===== config.mk =====
export PLATFORM = sky130hd
export DESIGN_NAME = mvma_scale
export DESIGN_NICKNAME = d
export VERILOG_FILES = /design/src/sv/mvma_pkg.sv /design/src/sv/mvma_scale.sv
export SDC_FILE = /design/constraint.sdc
export NUM_CORES = 2
export LEC_CHECK = 0
export BUFFER_PORTS_ARGS = -buffer_cell sky130_fd_sc_hd__buf_2
export CORE_UTILIZATION = 50
export CTS_CLUSTER_DIAMETER = 80
export CTS_CLUSTER_SIZE = 12
export DETAILED_ROUTE_END_ITERATION = 12
export PLACE_DENSITY_LB_ADDON = 0.25
export SLEW_MARGIN = 0
export SYNTH_ARGS = -nofsm -noshare
export SYNTH_HDL_FRONTEND = slang
export SYNTH_SLANG_ARGS = --single-unit

===== constraint.sdc =====
create_clock -name i_clk -period 9.7 [get_ports i_clk]
set_input_delay 1.94 -clock i_clk [delete_from_list [all_inputs] [get_ports i_clk]]
set_output_delay 1.94 -clock i_clk [all_outputs]
set_load 0.02 [all_outputs]

===== src/sv/mvma_pkg.sv =====
`timescale 1ns / 1ps
// ----------------------------------------------------------------------------
// mvma_pkg: shared types and constants
// Field widths, opcodes, register indexes and accumulator sizing for the
// matrix-vector multiply-accumulate block.
// ----------------------------------------------------------------------------
package mvma_pkg;

    localparam int VAL_W     = 16;
    localparam int IDX_W     = 6;
    localparam int DIM_W     = 7;
    localparam int OP_W      = 2;
    localparam int CFG_IDX_W = 3;
    localparam int FRAC      = 12;
    localparam int PROD_W    = 2 * VAL_W;
    // exact sum of up to 256 full-scale products
    localparam int ACC_W     = 40;
    localparam int SUM_W     = ACC_W - FRAC;

    localparam logic [OP_W-1:0] OP_LOAD_A  = 2'd0;
    localparam logic [OP_W-1:0] OP_LOAD_X  = 2'd1;
    localparam logic [OP_W-1:0] OP_LOAD_Y  = 2'd2;
    localparam logic [OP_W-1:0] OP_COMPUTE = 2'd3;

    localparam logic [CFG_IDX_W-1:0] REG_ROWS  = 3'd0;
    localparam logic [CFG_IDX_W-1:0] REG_COLS  = 3'd1;
    localparam logic [CFG_IDX_W-1:0] REG_TRANS = 3'd2;
    localparam logic [CFG_IDX_W-1:0] REG_ALPHA = 3'd3;
    localparam logic [CFG_IDX_W-1:0] REG_BETA  = 3'd4;

    // controls broadcast to every cell
    typedef struct packed {
        logic mode_t;     // 1: transpose, cells accumulate locally
        logic acc_en;     // product register holds a valid transpose term
        logic acc_first;  // that term starts a new sum
    } t_cell_ctl;

    typedef struct packed {
        logic [IDX_W-1:0]        idx;
        logic signed [VAL_W-1:0] val;
        logic                    last;
    } t_result;

endpackage


===== src/sv/mvma_scale.sv =====
`timescale 1ns / 1ps
// ----------------------------------------------------------------------------
// mvma_scale: alpha/beta scaling and y store
// Truncates the dot product to Q.12, forms alpha*s + beta*y with arithmetic
// shifts, saturates to 16 bits and writes the new y element back.
// ----------------------------------------------------------------------------
module mvma_scale import mvma_pkg::*; #(
    parameter int DEPTH = 64,
    parameter int AW    = 6
) (
    input  logic                    i_clk,
    input  logic                    i_rst_n,
    input  logic                    i_y_we,
    input  logic [AW-1:0]           i_y_waddr,
    input  logic signed [VAL_W-1:0] i_y_wdata,
    input  logic signed [VAL_W-1:0] i_alpha,
    input  logic signed [VAL_W-1:0] i_beta,
    input  logic                    i_v,
    input  logic [AW-1:0]           i_idx,
    input  logic                    i_last,
    input  logic signed [ACC_W-1:0] i_acc,
    output logic                    o_v,
    output logic [AW-1:0]           o_idx,
    output logic signed [VAL_W-1:0] o_val,
    output logic                    o_last
);

    localparam int PA_W = VAL_W + SUM_W;
    localparam int SW   = PA_W - FRAC + 1;
    localparam logic signed [SW-1:0] SAT_HI = SW'(32767);
    localparam logic signed [SW-1:0] SAT_LO = -SW'(32768);

    logic signed [VAL_W-1:0]  r_y [DEPTH];
    logic signed [VAL_W-1:0]  r_y1;
    logic signed [ACC_W-1:0]  r_acc1;
    logic signed [PA_W-1:0]   r_pa;
    logic signed [PROD_W-1:0] r_pb;
    logic [AW-1:0]            r_k1, r_k2, r_k3;
    logic                     r_l1, r_l2, r_l3;
    logic                     r_v1, r_v2, r_v3;
    logic signed [VAL_W-1:0]  r_val;
    logic signed [SUM_W-1:0]  w_s;
    logic signed [SW-1:0]     w_sum;
    logic signed [VAL_W-1:0]  w_sat;

    assign w_s   = SUM_W'(r_acc1 >>> FRAC);
    assign w_sum = SW'(r_pa >>> FRAC) + SW'(r_pb >>> FRAC);

    always_comb begin
        if (w_sum > SAT_HI) begin
            w_sat = 16'sh7fff;
        end else if (w_sum < SAT_LO) begin
            w_sat = -16'sh8000;
        end else begin
            w_sat = VAL_W'(w_sum);
        end
    end

    always_ff @(posedge i_clk) begin
        if (r_v2) begin
            r_y[r_k2] <= w_sat;
        end else if (i_y_we) begin
            r_y[i_y_waddr] <= i_y_wdata;
        end
        r_y1 <= r_y[i_idx];
    end

    always_ff @(posedge i_clk) begin
        r_acc1 <= i_acc;
        r_k1   <= i_idx;
        r_l1   <= i_last;
        r_pa   <= i_alpha * w_s;
        r_pb   <= i_beta * r_y1;
        r_k2   <= r_k1;
        r_l2   <= r_l1;
        r_k3   <= r_k2;
        r_l3   <= r_l2;
        r_val  <= w_sat;
    end

    always_ff @(posedge i_clk) begin
        if (!i_rst_n) begin
            r_v1 <= 1'b0;
            r_v2 <= 1'b0;
            r_v3 <= 1'b0;
        end else begin
            r_v1 <= i_v;
            r_v2 <= r_v1;
            r_v3 <= r_v2;
        end
    end

    assign o_v    = r_v3;
    assign o_idx  = r_k3;
    assign o_val  = r_val;
    assign o_last = r_l3;

endmodule


# Word level (Yosys, flattened, before mapping)
# Memory sizes are Yosys's and may differ from the RTL's. A register that Yosys moved wholly into a read port is not among the register bits.
# Cells that the tools add are included.
# op_classes
n_lt_le_gt_ge	2
add_sub_neg	1
n_reduce_logical	1
multipliers	2
mux	10
# ops
cell	n
$mux W16	3
$mul A16 B28 Y44	1
$add A32 B20 Y33	1
$gt A33 B16 Y1 const B	1
$lt A33 B16 Y1 const B	1
$mul A16 B16 Y32	1
$reduce_or A16 Y1	1
$mux W1	6
$mux W6	1
# word_totals
ram_bits	1024
n_memories	1
register_bits	156
out_inout_bits	24
wordCells	30
# memory_table
memory	words	word_bits	read_ports	rd_ports_with_merged_regs	write_ports	line_no	rtl
r_y	64	16	1	1	1	mvma_scale.sv:33	logic signed [VAL_W-1:0] r_y [DEPTH];

# Logic depth before layout (Yosys ltp)
# logic_depth
word_depth	5
mapped_depth	26

# Worst setup path after synthesis
# Ideal clock, no wire load.
# synth_timing
kind	in2reg
startpoint	input port i_alpha[1]
endpoint	register r_pa[40]
arrival_time_ns	8.001
slack_ns	1.627
stages	23
setup_time_ns	0.072
t_required_ns	9.628
path_cell_list	clkbuf_1 clkbuf_1 nand2_1 fa_1 fa_1 fa_1 inv_1 fa_1 fa_1 inv_1 fa_1 inv_1 ha_1 and4_1 a221o_1 o21ai_1 a31oi_1 o211ai_1 a31oi_1 a21bo_2 a221o_1 a21oi_1 xnor2_1
# synth_via
elab_chain_cells	1
# synth_lines
item	line_no	rtl
start, declared	mvma_scale.sv:16	input logic signed [VAL_W-1:0] i_alpha,
$mul A16 B28 Y44	mvma_scale.sv:72	r_pa <= i_alpha * w_s;
end signal, assigned	mvma_scale.sv:72	
end, declared	mvma_scale.sv:36	logic signed [PA_W-1:0] r_pa;
# No other way between the ends.
# A chain may end at the register's enable or synchronous reset.

# Worst setup path after layout
# layout_timing
startpoint	input port i_alpha[2]
endpoint	register r_pa[42]
# Same word-level chain as after synthesis.

==> flow_metrics.tcl <==
set metrics [dict create \
    yosysWarnings 0 \
    crit_top_cell "fa_1" \
    drt_first_pass_iters 7 \
    route.met2.wl_um 76200 \
    ant_nets 0 \
    gp_congestion 0.846 \
    cts.root.buffer_cell "clkbuf_16" \
    tritoncts "built" \
    core_mm2 0.136 \
    synth_cell_type_count 86 \
    synth_top_family_by_area "adder cells" \
    yosys.area_share.simple_pct 7.29 \
    worstPathCellList "buf_2, nand2_1, fa_1, fa_1, fa_1, inv_1, fa_1, fa_1, inv_1, fa_1, inv_1, ha_1, and4_1, a221o_1, o21ai_1, a31oi_1, o211ai_1, a21oi_1, o31ai_1, nand2_1, a21oi_1, xnor2_1" \
    synth_xor_area_share_pct 1.05 \
    ys_top_cells_by_area "edfxtp_1, fa_1, mux4_2, inv_1, dfxtp_1" \
    synthArstFlopShare_pct 0 \
    critical_path_required_ps 10350 \
    holdBufCountCts 0 \
    netlist_area_mm2 0.0689 \
    post_cts_buffers 0 \
    nets 5902 \
    synthMuxAreaShare_pct 11.1 \
    cts_buffers 109 \
    drive_gt1_share_pct 14.7 \
    max_cap_viol_count 0 \
    synth.most_common_cell "edfxtp_1" \
    numClockSinks 1160 \
    fin_crit_sh_pct 85.6 \
    hold_class "register to register" \
    yosys-top-cells-count "edfxtp_1, inv_1, fa_1" \
    wirelength_um 155000 \
    synthFlopType "edfxtp_1" \
    synth_compound_area_share_pct 2.66 \
    synth_edf_count 1024 \
    path_clk_slew_ps 60 \
    antenna_found_initial 12 \
    grt_use_total_pct 23.1 \
    initial_core_util_pct 50.6 \
    design.die.area_mm2 0.139 \
    outcome "finished clean" \
    cp_slowest_cell "o31ai_1" \
    finalHoldViolations 0 \
    top_layer "met5" \
    cts-htree-levels 3 \
    vias_per_cell 5.67 \
    die_h_um 373 \
    avgSynthCellArea_um2 14.5 \
    wl_met1_um 65900 \
    slew_headroom_pct 10.7 \
    setup_violations 0 \
    cp.arrival_ps 8950 \
    maxSlewViolCount 0 \
    insertion_delay_ps 740 \
    syn-num-nets 5772 \
    port_buffers 116 \
    via_count 38400 \
    synthCells 4762 \
    skew_ps 69.6 \
    grt_pass1_vias 40700 \
    rows 135 \
    yosys_register_bits 1160 \
    drt_iter0_drc 3561 \
    yosysSeqAreaShare_pct 48.6 \
    pin_count 129 \
    syn_to_final_growth_pct 9.04 \
    wl_per_cell_um 23.0 \
    grt_pass1_wl_um 243000 \
    dp_hpwl_um 106000 \
    route.detailed.drc 0 \
    cpPeakStageDelay_ps 630 \
    max_freq_mhz 120 \
    endpoint_kind "register" \
    grt_start_max_net_pins 102 \
    start_kind "input port" \
    yosys.area.top_type "edfxtp_1" \
    cts_resized 0 \
    grt_overflow 0 \
    worst-setup-path-type "input port to register" \
    route.met3.wl_um 9960 \
    rsz0062_at_grt "no" \
    synthAdderAreaFrac_pct 24.0 \
    die_w_um 373 \
    fin_tns_setup_ps 0 \
    yosysTopAreaCellShare_pct 44.6 \
    worstPathMaxFanout 18 \
    worstMarginPinSlew_ps 1330 \
    fin_crit_ps 8300 \
    clockBufferDepth 3 \
]
-- cell families (layout without fill, tap and decap cells) --
kind of cell / count (synthesis) / after routing
xor+xnor: 83 / 83
buf+inv: 976 / 1189
other cells: 0 / 4
flops: 1160 / 1160
mux: 343 / 343
compound gates: 263 / 263
simple gates: 1032 / 1032
fa+ha+maj: 905 / 905
-- routing by layer --
metal / up-vias / track usage, %
met3: 219 / 3.25
met4: 4 / 5.24
li1: 16500 / -
met2: 1212 / 38.1
met1: 20400 / 32.8
met5: - / 0
-- worst paths after layout --
check / startpoint / to / slack [ps] / cells after the start
worst max register to register: r_acc1[23] / r_pa[42] / 2310 / 21
worst max-delay path: i_alpha[2] / r_pa[42] / 1400 / 22
worst min register to register: r_l2 / o_last / 330 / 0
worst min-delay path: r_l2 / o_last / 330 / 0
-- sequential cells by signal, indices dropped and copies added (netlist names), 16 cells and up --
name and cells:
r_y 1024, r_y1 16, r_acc1 28, r_pa 32, r_pb 20, o_val 16
-- metrics by stage --
step | cells | hold WS [ps] | util, % | instance area [um2] | setup WS [ps]
after global routing | 6756 | 328 | 55.2 | 75100 | 983
final | 6760 | 326 | 55.2 | 75200 | 1400
after CTS | 6756 | 326 | 55.2 | 75100 | 1380
after global placement | 6562 | 310 | 52.8 | 71900 | 675
after floorplan | 4762 | 310 | - | 68900 | 1630
after detailed placement | 6562 | 312 | 52.8 | 71900 | 633
-- cell usage in the layout (no fill, tap or decap), drive strengths merged, types with 59 or more instances in the layout --
| master | netlist | routed |
|---|---|---|
| ha | 214 | 214 |
| fa | 691 | 691 |
| and2 | 287 | 287 |
| xnor2 | 59 | 59 |
| a21oi | 61 | 61 |
| inv | 775 | 777 |
| mux4 | 336 | 336 |
| edfxtp | 1024 | 1024 |
| clkbuf | 155 | 183 |
| dfxtp | 136 | 136 |
| nand2 | 443 | 443 |
| buf | 45 | 219 |
| nor2 | 149 | 149 |
-- worst max-delay path, delay by kind of cell --
family | cells | cell delay [ps]
buffers and inverters | 4 | 620
and+or+nand+nor | 3 | 560
xor gates and xnor gates | 1 | 130
adders and majority gates | 7 | 3320
AOI/OAI and AO/OA | 7 | 2340
-- final cells by class --
class / instances / area [um2]
diodes: 4 / 10.0
clock buffers: 183 / 3050
clock inverters: 11 / 248
fillers: 10900 / 61000
inverters: 776 / 2910
multi-input cells: 2626 / 31800
flip-flops and latches: 1160 / 33500
well taps: 1781 / 2230
repair buffers: 219 / 1390
Power is not shown: default switching activity piles up to over one toggle a cycle in this logic, so the estimate is an artifact.
