### config.mk
export PLATFORM = sky130hd
export DESIGN_NAME = mvma_cell
export DESIGN_NICKNAME = d
export VERILOG_FILES = /design/src/sv/mvma_pkg.sv /design/src/sv/mvma_cell.sv
export SDC_FILE = /design/constraint.sdc
export NUM_CORES = 2
export LEC_CHECK = 0
export ABC_AREA = 1
export BUFFER_PORTS_ARGS = -buffer_cell sky130_fd_sc_hd__buf_2
export CAP_MARGIN = 20
export CELL_PAD_IN_SITES_DETAIL_PLACEMENT = 0
export CELL_PAD_IN_SITES_GLOBAL_PLACEMENT = 2
export CORE_MARGIN = 5
export CORE_UTILIZATION = 41
export CTS_CLUSTER_DIAMETER = 50
export DETAILED_ROUTE_END_ITERATION = 8
export PLACE_DENSITY_LB_ADDON = 0.05
export SLEW_MARGIN = 25
export SYNTH_ARGS = -nofsm -noshare
export SYNTH_HDL_FRONTEND = slang
export SYNTH_SLANG_ARGS = --single-unit
### constraint.sdc
create_clock -name i_clk -period 7.7 [get_ports i_clk]
set_input_delay 0.385 -clock i_clk [delete_from_list [all_inputs] [get_ports i_clk]]
set_output_delay 0.385 -clock i_clk [all_outputs]
set_load 0.005 [all_outputs]
### src/sv/mvma_pkg.sv
`timescale 1ns / 1ps
// ----------------------------------------------------------------------------
// mvma_pkg: shared types and constants
// Field widths, opcodes, register indexes and accumulator sizing for the
// matrix-vector multiply-accumulate block.
// ----------------------------------------------------------------------------
package mvma_pkg;

    localparam int VAL_W     = 16;
    localparam int IDX_W     = 6;
    localparam int DIM_W     = 7;
    localparam int OP_W      = 2;
    localparam int CFG_IDX_W = 3;
    localparam int FRAC      = 12;
    localparam int PROD_W    = 2 * VAL_W;
    // exact sum of up to 256 full-scale products
    localparam int ACC_W     = 40;
    localparam int SUM_W     = ACC_W - FRAC;

    localparam logic [OP_W-1:0] OP_LOAD_A  = 2'd0;
    localparam logic [OP_W-1:0] OP_LOAD_X  = 2'd1;
    localparam logic [OP_W-1:0] OP_LOAD_Y  = 2'd2;
    localparam logic [OP_W-1:0] OP_COMPUTE = 2'd3;

    localparam logic [CFG_IDX_W-1:0] REG_ROWS  = 3'd0;
    localparam logic [CFG_IDX_W-1:0] REG_COLS  = 3'd1;
    localparam logic [CFG_IDX_W-1:0] REG_TRANS = 3'd2;
    localparam logic [CFG_IDX_W-1:0] REG_ALPHA = 3'd3;
    localparam logic [CFG_IDX_W-1:0] REG_BETA  = 3'd4;

    // controls broadcast to every cell
    typedef struct packed {
        logic mode_t;     // 1: transpose, cells accumulate locally
        logic acc_en;     // product register holds a valid transpose term
        logic acc_first;  // that term starts a new sum
    } t_cell_ctl;

    typedef struct packed {
        logic [IDX_W-1:0]        idx;
        logic signed [VAL_W-1:0] val;
        logic                    last;
    } t_result;

endpackage

### src/sv/mvma_cell.sv
`timescale 1ns / 1ps
// ----------------------------------------------------------------------------
// mvma_cell: one column cell
// Holds one matrix column in a local bank and one x element. Row mode adds
// its term to the partial sum passing along the chain; transpose mode
// accumulates its own column dot product.
// ----------------------------------------------------------------------------
module mvma_cell import mvma_pkg::*; #(
    parameter int DEPTH = 64,
    parameter int AW    = 6
) (
    input  logic                    i_clk,
    input  logic                    i_rst_n,
    input  logic                    i_a_we,
    input  logic [AW-1:0]           i_a_waddr,
    input  logic signed [VAL_W-1:0] i_a_wdata,
    input  logic                    i_x_we,
    input  logic signed [VAL_W-1:0] i_x_wdata,
    input  t_cell_ctl               i_ctl,
    input  logic                    i_en,
    input  logic [AW-1:0]           i_bc_addr,
    input  logic signed [VAL_W-1:0] i_bc_x,
    input  logic                    i_v,
    input  logic [AW-1:0]           i_addr,
    input  logic signed [ACC_W-1:0] i_psum,
    output logic                    o_v,
    output logic [AW-1:0]           o_addr,
    output logic signed [ACC_W-1:0] o_psum,
    output logic signed [ACC_W-1:0] o_acc
);

    logic signed [VAL_W-1:0]  r_bank [DEPTH];
    logic signed [VAL_W-1:0]  r_rdata;
    logic signed [VAL_W-1:0]  r_x;
    logic signed [PROD_W-1:0] r_prod;
    logic signed [ACC_W-1:0]  r_acc;
    logic signed [ACC_W-1:0]  r_ps1, r_ps2, r_ps3;
    logic [AW-1:0]            r_a1, r_a2, r_a3;
    logic                     r_v1, r_v2, r_v3;
    logic [AW-1:0]            w_rd_addr;
    logic signed [VAL_W-1:0]  w_mult;

    assign w_rd_addr = i_ctl.mode_t ? i_bc_addr : i_addr;
    assign w_mult    = i_ctl.mode_t ? i_bc_x : r_x;

    always_ff @(posedge i_clk) begin
        if (i_a_we) begin
            r_bank[i_a_waddr] <= i_a_wdata;
        end
        r_rdata <= r_bank[w_rd_addr];
    end

    always_ff @(posedge i_clk) begin
        if (i_x_we) begin
            r_x <= i_x_wdata;
        end
        // unused columns contribute nothing
        r_prod <= i_en ? r_rdata * w_mult : PROD_W'(0);
        r_a1   <= i_addr;
        r_a2   <= r_a1;
        r_a3   <= r_a2;
        r_ps1  <= i_psum;
        r_ps2  <= r_ps1;
        r_ps3  <= r_ps2 + ACC_W'(r_prod);
        if (i_ctl.acc_en) begin
            r_acc <= (i_ctl.acc_first ? '0 : r_acc) + ACC_W'(r_prod);
        end
    end

    always_ff @(posedge i_clk) begin
        if (!i_rst_n) begin
            r_v1 <= 1'b0;
            r_v2 <= 1'b0;
            r_v3 <= 1'b0;
        end else begin
            r_v1 <= i_v;
            r_v2 <= r_v1;
            r_v3 <= r_v2;
        end
    end

    assign o_v    = r_v3;
    assign o_addr = r_a3;
    assign o_psum = r_ps3;
    assign o_acc  = r_acc;

endmodule

; Yosys cells after proc, flatten, opt, wreduce, memory -nomap -nowiden
; Memory sizes are Yosys's and may differ from the RTL's. A register that Yosys moved wholly into a read port is not among the register bits.
; Cells that the tools add are included.
[totals]
register_bits = 229
latch_bits = 0
ram_bits = 1024
rom_bits = 0
output_inout_bits = 87
n_memories = 1
[memory_table]
columns = name, depth, word_bits, read_ports, rd_clocked_by_memory_dff, wr, line
row1 = r_bank, 64, 16, 1, 1, 1, mvma_cell.sv:32  ; logic signed [VAL_W-1:0] r_bank [DEPTH];
[classes]
n_addsub = 2
mul = 1
n_div = 0
n_lt_le_gt_ge = 0
n_eq_ne = 0
shifts = 0
n_mux = 5
n_bitwise = 0
n_reduce_logical = 0
[op_table]
columns = operator, n
row1 = 40-bit by 32-bit adder with 40-bit output, 1
row2 = 40-bit adder, 1
row3 = 40-bit two-way mux, 1
row4 = 16-bit by 16-bit multiplier with 32-bit output, 1
row5 = 16-bit two-way mux, 1
row6 = 6-bit two-way mux, 1
row7 = 1-bit two-way mux, 2

; Longest topological paths before layout
[logic_depth]
word_depth = 2
ltp_mapped = 30
mapped_depth_nobuf = 28

; Worst setup path before layout
; Ideal clock, no wire load.
[synth_path]
path_type = input port to flip-flop
startpoint = input i_ctl[2] (netlist name)
endpoint = register r_prod[29]
t_arrival_ns = 5.957
required_time_ns = 7.587
path_slack_ns = 1.630
cell_stages = 24
n_path_buf = 3
path_cell_list = buf_4 > buf_2 > buf_2 > or2_2 > nand2_1 > nor2_1 > fa_1 > fa_1 > inv_1 > fa_1 > fa_1 > fa_1 > fa_1 > inv_1 > ha_1 > nand2_1 > nor2_1 > nand2_1 > nor3_1 > nand2_1 > inv_1 > nor2_1 > nor2_1 > nor2_1
[synth_between]
elab_chain_len = 2
[synth_rtl]
columns = item, line
row1 = "start, declared", mvma_cell.sv:19  ; input t_cell_ctl i_ctl,
row2 = 16-bit two-way mux, mvma_cell.sv:44  ; assign w_mult = i_ctl.mode_t ? i_bc_x : r_x;
row3 = 16-bit by 16-bit multiplier with 32-bit output, mvma_cell.sv:58  ; r_prod <= i_en ? r_rdata * w_mult : PROD_W'(0);
row4 = "end signal, assigned", mvma_cell.sv:58
row5 = "end, declared", mvma_cell.sv:35  ; logic signed [PROD_W-1:0] r_prod;
; No other way between the ends.
; A chain may end at the register's enable or synchronous reset.

; Worst setup path in the final report
[layout_path]
startpoint = register r_rdata[13] (read register of r_bank)
endpoint = register r_prod[20]
[layout_between]
elab_chain_len = 1
[layout_rtl]
columns = item, line
row1 = "start, declared", mvma_cell.sv:33  ; logic signed [VAL_W-1:0] r_rdata;
row2 = 16-bit by 16-bit multiplier with 32-bit output, mvma_cell.sv:58
; No other way between the ends.

==> Flow_metrics.wiki <==
{| class="wikitable"
! Metric !! Value
|-
| Critical Path End Type || register
|-
| Worst hold slack after final layout || 112 ps
|-
| Horizontal die dimension || 414 µm
|-
| Dominant synthesized flop cell || edfxtp_1
|-
| Post-CTS clock slew at the launch and capture registers of the worst setup and hold paths || 60 ps
|-
| Drt first-iter violations || 3434
|-
| Drt drc || 0
|-
| Synthesized cell area || 66800 µm²
|-
| Destination of the worst register-to-register timing path || r_prod[20]
|-
| Count of buffers from port buffering || 201
|-
| Adder-cell share of the synthesized area || 10.9%
|-
| Highest clock rate || 160 MHz
|-
| Number of standard cells in the final layout excluding fillers || 9710
|-
| Skew-Pair Late Insertion Delay || 790 ps
|-
| Maximum number of buffers from clock root to sink || 3
|-
| Remaining number of nets flagged by the antenna check after routing || 0
|-
| Routed Wire Length || 215 mm
|-
| Synth warnings || 0
|-
| Number of gates resized after CTS || 0
|-
| Cell with the most instances after synthesis || nand2_1
|-
| Number of H-tree branching levels || 4
|-
| Core utilization of the finished layout || 47.2%
|-
| First-pass GRT wire length || 317 mm
|-
| Shortest clock period the worst path allows after layout || 6240 ps
|-
| Full die area || 171000 µm²
|-
| Setup TNS || 0 ps
|-
| Count of clock tree sinks || 1269
|-
| Worst Max-Slew Pin Slew || 1150 ps
|-
| Final-report max-slew violation count || 0
|-
| Count of endpoints failing setup in the final report || 0
|-
| Mapped Nets || 7635
|-
| Number of nets in the layout || 7942
|-
| Fraction of final layout cells with drive strength greater than 1 || 8.69%
|-
| Critical path capture point || r_prod[20]
|-
| Synth top area share || 48.6%
|-
| Via count of the first global-routing pass || 48100
|-
| Starting density of the core || 41.1%
|-
| Post-Synth XOR/XNOR Area || 0.734%
|-
| GRT Total Usage || 25.1%
|-
| Number of endpoints with negative hold slack in the final report || 0
|-
| Placed cell count || 9351
|-
| Fillers || 15500
|-
| Avg Inst Size Synth || 9.41 µm²
|-
| Final RePlAce weighted congestion || 0.858
|-
| Cell taking the most area after synthesis || edfxtp_1
|-
| Unrepaired setup endpoints after global routing || false
|-
| Post-DR vias/cell || 4.99
|-
| Post-synthesis mux area share || 0.0300%
|-
| Count of flip-flops with a built-in enable after synthesis || 1080
|-
| Final period util || 81.0%
|-
| Element type at the critical path start || register
|-
| Arrival time reported for the critical path endpoint || 6910 ps
|-
| List of most frequent post-synthesis cells || nand2_1 (1554), inv_1 (1423), nand3_1 (1170), edfxtp_1 (1080), nor2_1 (471)
|-
| Area delta synth->final || 14.7%
|-
| Data required time of the worst path || 8380 ps
|-
| Critical-path maximum fanout || 10
|-
| Master cell of the clock root buffer || clkbuf_16
|-
| Worst Path Class, Setup || reg -> reg
|-
| Cells taking the most area after synthesis || edfxtp_1 (49%), nand3_1 (8.8%), nand2_1 (8.7%), inv_1 (8.0%), fa_1 (7.9%)
|-
| Status || complete, no violations
|-
| Number of iterations in the first detailed-routing pass || 6
|-
| Average wire per standard cell || 22.1 µm
|-
| Detailed Place HPWL || 139 mm
|-
| CTS tree || done
|-
| Worst min-delay path category || in -> reg
|-
| Area of the placeable core || 162000 µm²
|-
| Gr ovfl total || 0
|-
| Largest net degree at the start of global routing || 113
|-
| Cell variety after synth || 39
|-
| Setup Fix Bufs, Post-CTS || 0
|-
| Largest family of logic cells by synthesized area || simple AND/OR/NAND/NOR gates
|-
| Height of the die || 414 µm
|-
| Number of top-level design ports || 202
|-
| Worst flop-to-flop path startpoint || r_rdata[13]
|-
| Setup skew after layout || 26.6 ps
|-
| Depth of the worst register-to-register path || 21
|-
| Launch point of the worst path || r_rdata[13]
|-
| Row count || 148
|-
| Asr flop ratio synth || 0%
|-
| Worst reg-to-reg setup slack || 1460 ps
|-
| Vias || 48400
|-
| Post-synthesis instance total || 7096
|-
| Sequential share of the synthesized area || 54.2%
|-
| TritonCTS buffer count || 159
|-
| Post-synthesis sequential element count || 1269
|-
| Fraction of the mapped netlist area in compound gates || 2.24%
|-
| Simple-gate share of the synthesized area || 21.9%
|-
| Number of antenna violations at the first check in global routing || 9
|-
| Headroom to the max-slew limit || 23.3%
|-
| Hold-fix buffers, CTS || 66
|-
| Count of max-cap constraint violations || 0
|}
## routing by layer
metal | share of wire, % | wire length (µm) | track usage, % | vias to the layer above
met1 | 42 | 90800 | 32.3 | 23600
met5 | 0.027 | 57 | 0 | -
met2 | 49 | 106000 | 43.5 | 1128
li1 | - | - | - | 23300
met3 | 4.4 | 9520 | 3.25 | 349
met4 | 3.8 | 8180 | 9.05 | 8
## worst min-delay path by stage
stage,start,to,slack (ps),cells after the start
3_3_place_gp,r_a1[4],r_a2[4],310,0
5_1_grt,i_en,r_prod[5],120,3
4_1_cts,i_en,r_prod[3],70,3
6_report,i_en,r_prod[2],110,3
3_5_place_dp,r_ps1[10],r_ps2[10],310,0
2_1_floorplan,r_a2[0],o_addr[0],310,0
## critical path: stages, from the launching register on
cell and delay [ps]:
dfxtp_1 640, clkinv_1 540, nor2_1 300, fa_1 450, inv_1 90, fa_1 410, fa_1 510, inv_1 60
fa_1 500, fa_1 530, inv_1 50, fa_1 480, inv_1 40, ha_1 370, nand2_1 140, nor2_1 150
inv_1 100, nor2_1 190, nand4_1 180, nand2_1 140, nor2_1 50, nor2_1 220
## metrics by stage
step                cell area [µm²]  worst slack (ps)
finish                        76600              1460
global route                  76600              1020
CTS                           76600              1410
detailed placement            70700               819
global placement              70700               896
floorplan                     66800              1630
## registers in the layout (all words and copies together) (netlist names)
| register | count |
|---|---|
| o_acc | 40 |
| r_a2 | 6 |
| r_prod | 32 |
| r_bank | 1024 |
| o_psum | 40 |
| r_v1 | 1 |
| r_x | 16 |
| r_v2 | 1 |
| r_ps1 | 40 |
| r_a1 | 6 |
| o_v | 1 |
| r_rdata | 16 |
| o_addr | 6 |
| r_ps2 | 40 |
## kinds of logic (layout without fill, tap and decap cells)
logic type | Yosys count | after routing
buffers and inverters | 1705 | 2138
muxes | 2 | 2
DFF | 1269 | 1269
adders and majority gates | 424 | 424
other | 0 | 6
and+or+nand+nor | 3366 | 3366
AOI/OAI and AO/OA | 274 | 274
xor gates and xnor gates | 56 | 56
## cell usage in the layout (no fill, tap or decap), types with 17 or more instances in the layout
master and count:
nand3b_1 68, clkinv_1 28, o21ai_0 77, a21oi_1 141, xor2_1 39, ha_1 160
clkbuf_1 34, fa_1 264, nand2_1 1554, clkbuf_16 165, dfxtp_1 189, inv_1 1421
xnor2_1 17, nor2_1 455, clkinv_2 17, nand3_1 1170, buf_4 141, dlygate4sd3_1 66
nand4_1 38, or2_2 28, edfxtp_1 1080, buf_2 200
## cell type report
| cell class | count | area (µm²) | share of cell area (%) |
|---|---|---|---|
| well taps | 2175 | 2720 | 3.55 |
| diodes | 6 | 15.0 | 0.0196 |
| clock inverters | 83 | 921 | 1.20 |
| multi-input cells | 4122 | 24100 | 31.4 |
| clock buffers | 204 | 4330 | 5.65 |
| inverters | 1433 | 5380 | 7.03 |
| repair buffers | 418 | 2940 | 3.84 |
| flip-flops and latches | 1269 | 36200 | 47.3 |
Power is left out: the tool's default activity adds up to more than one toggle a clock period on the data nets, which glitch-free logic cannot reach.
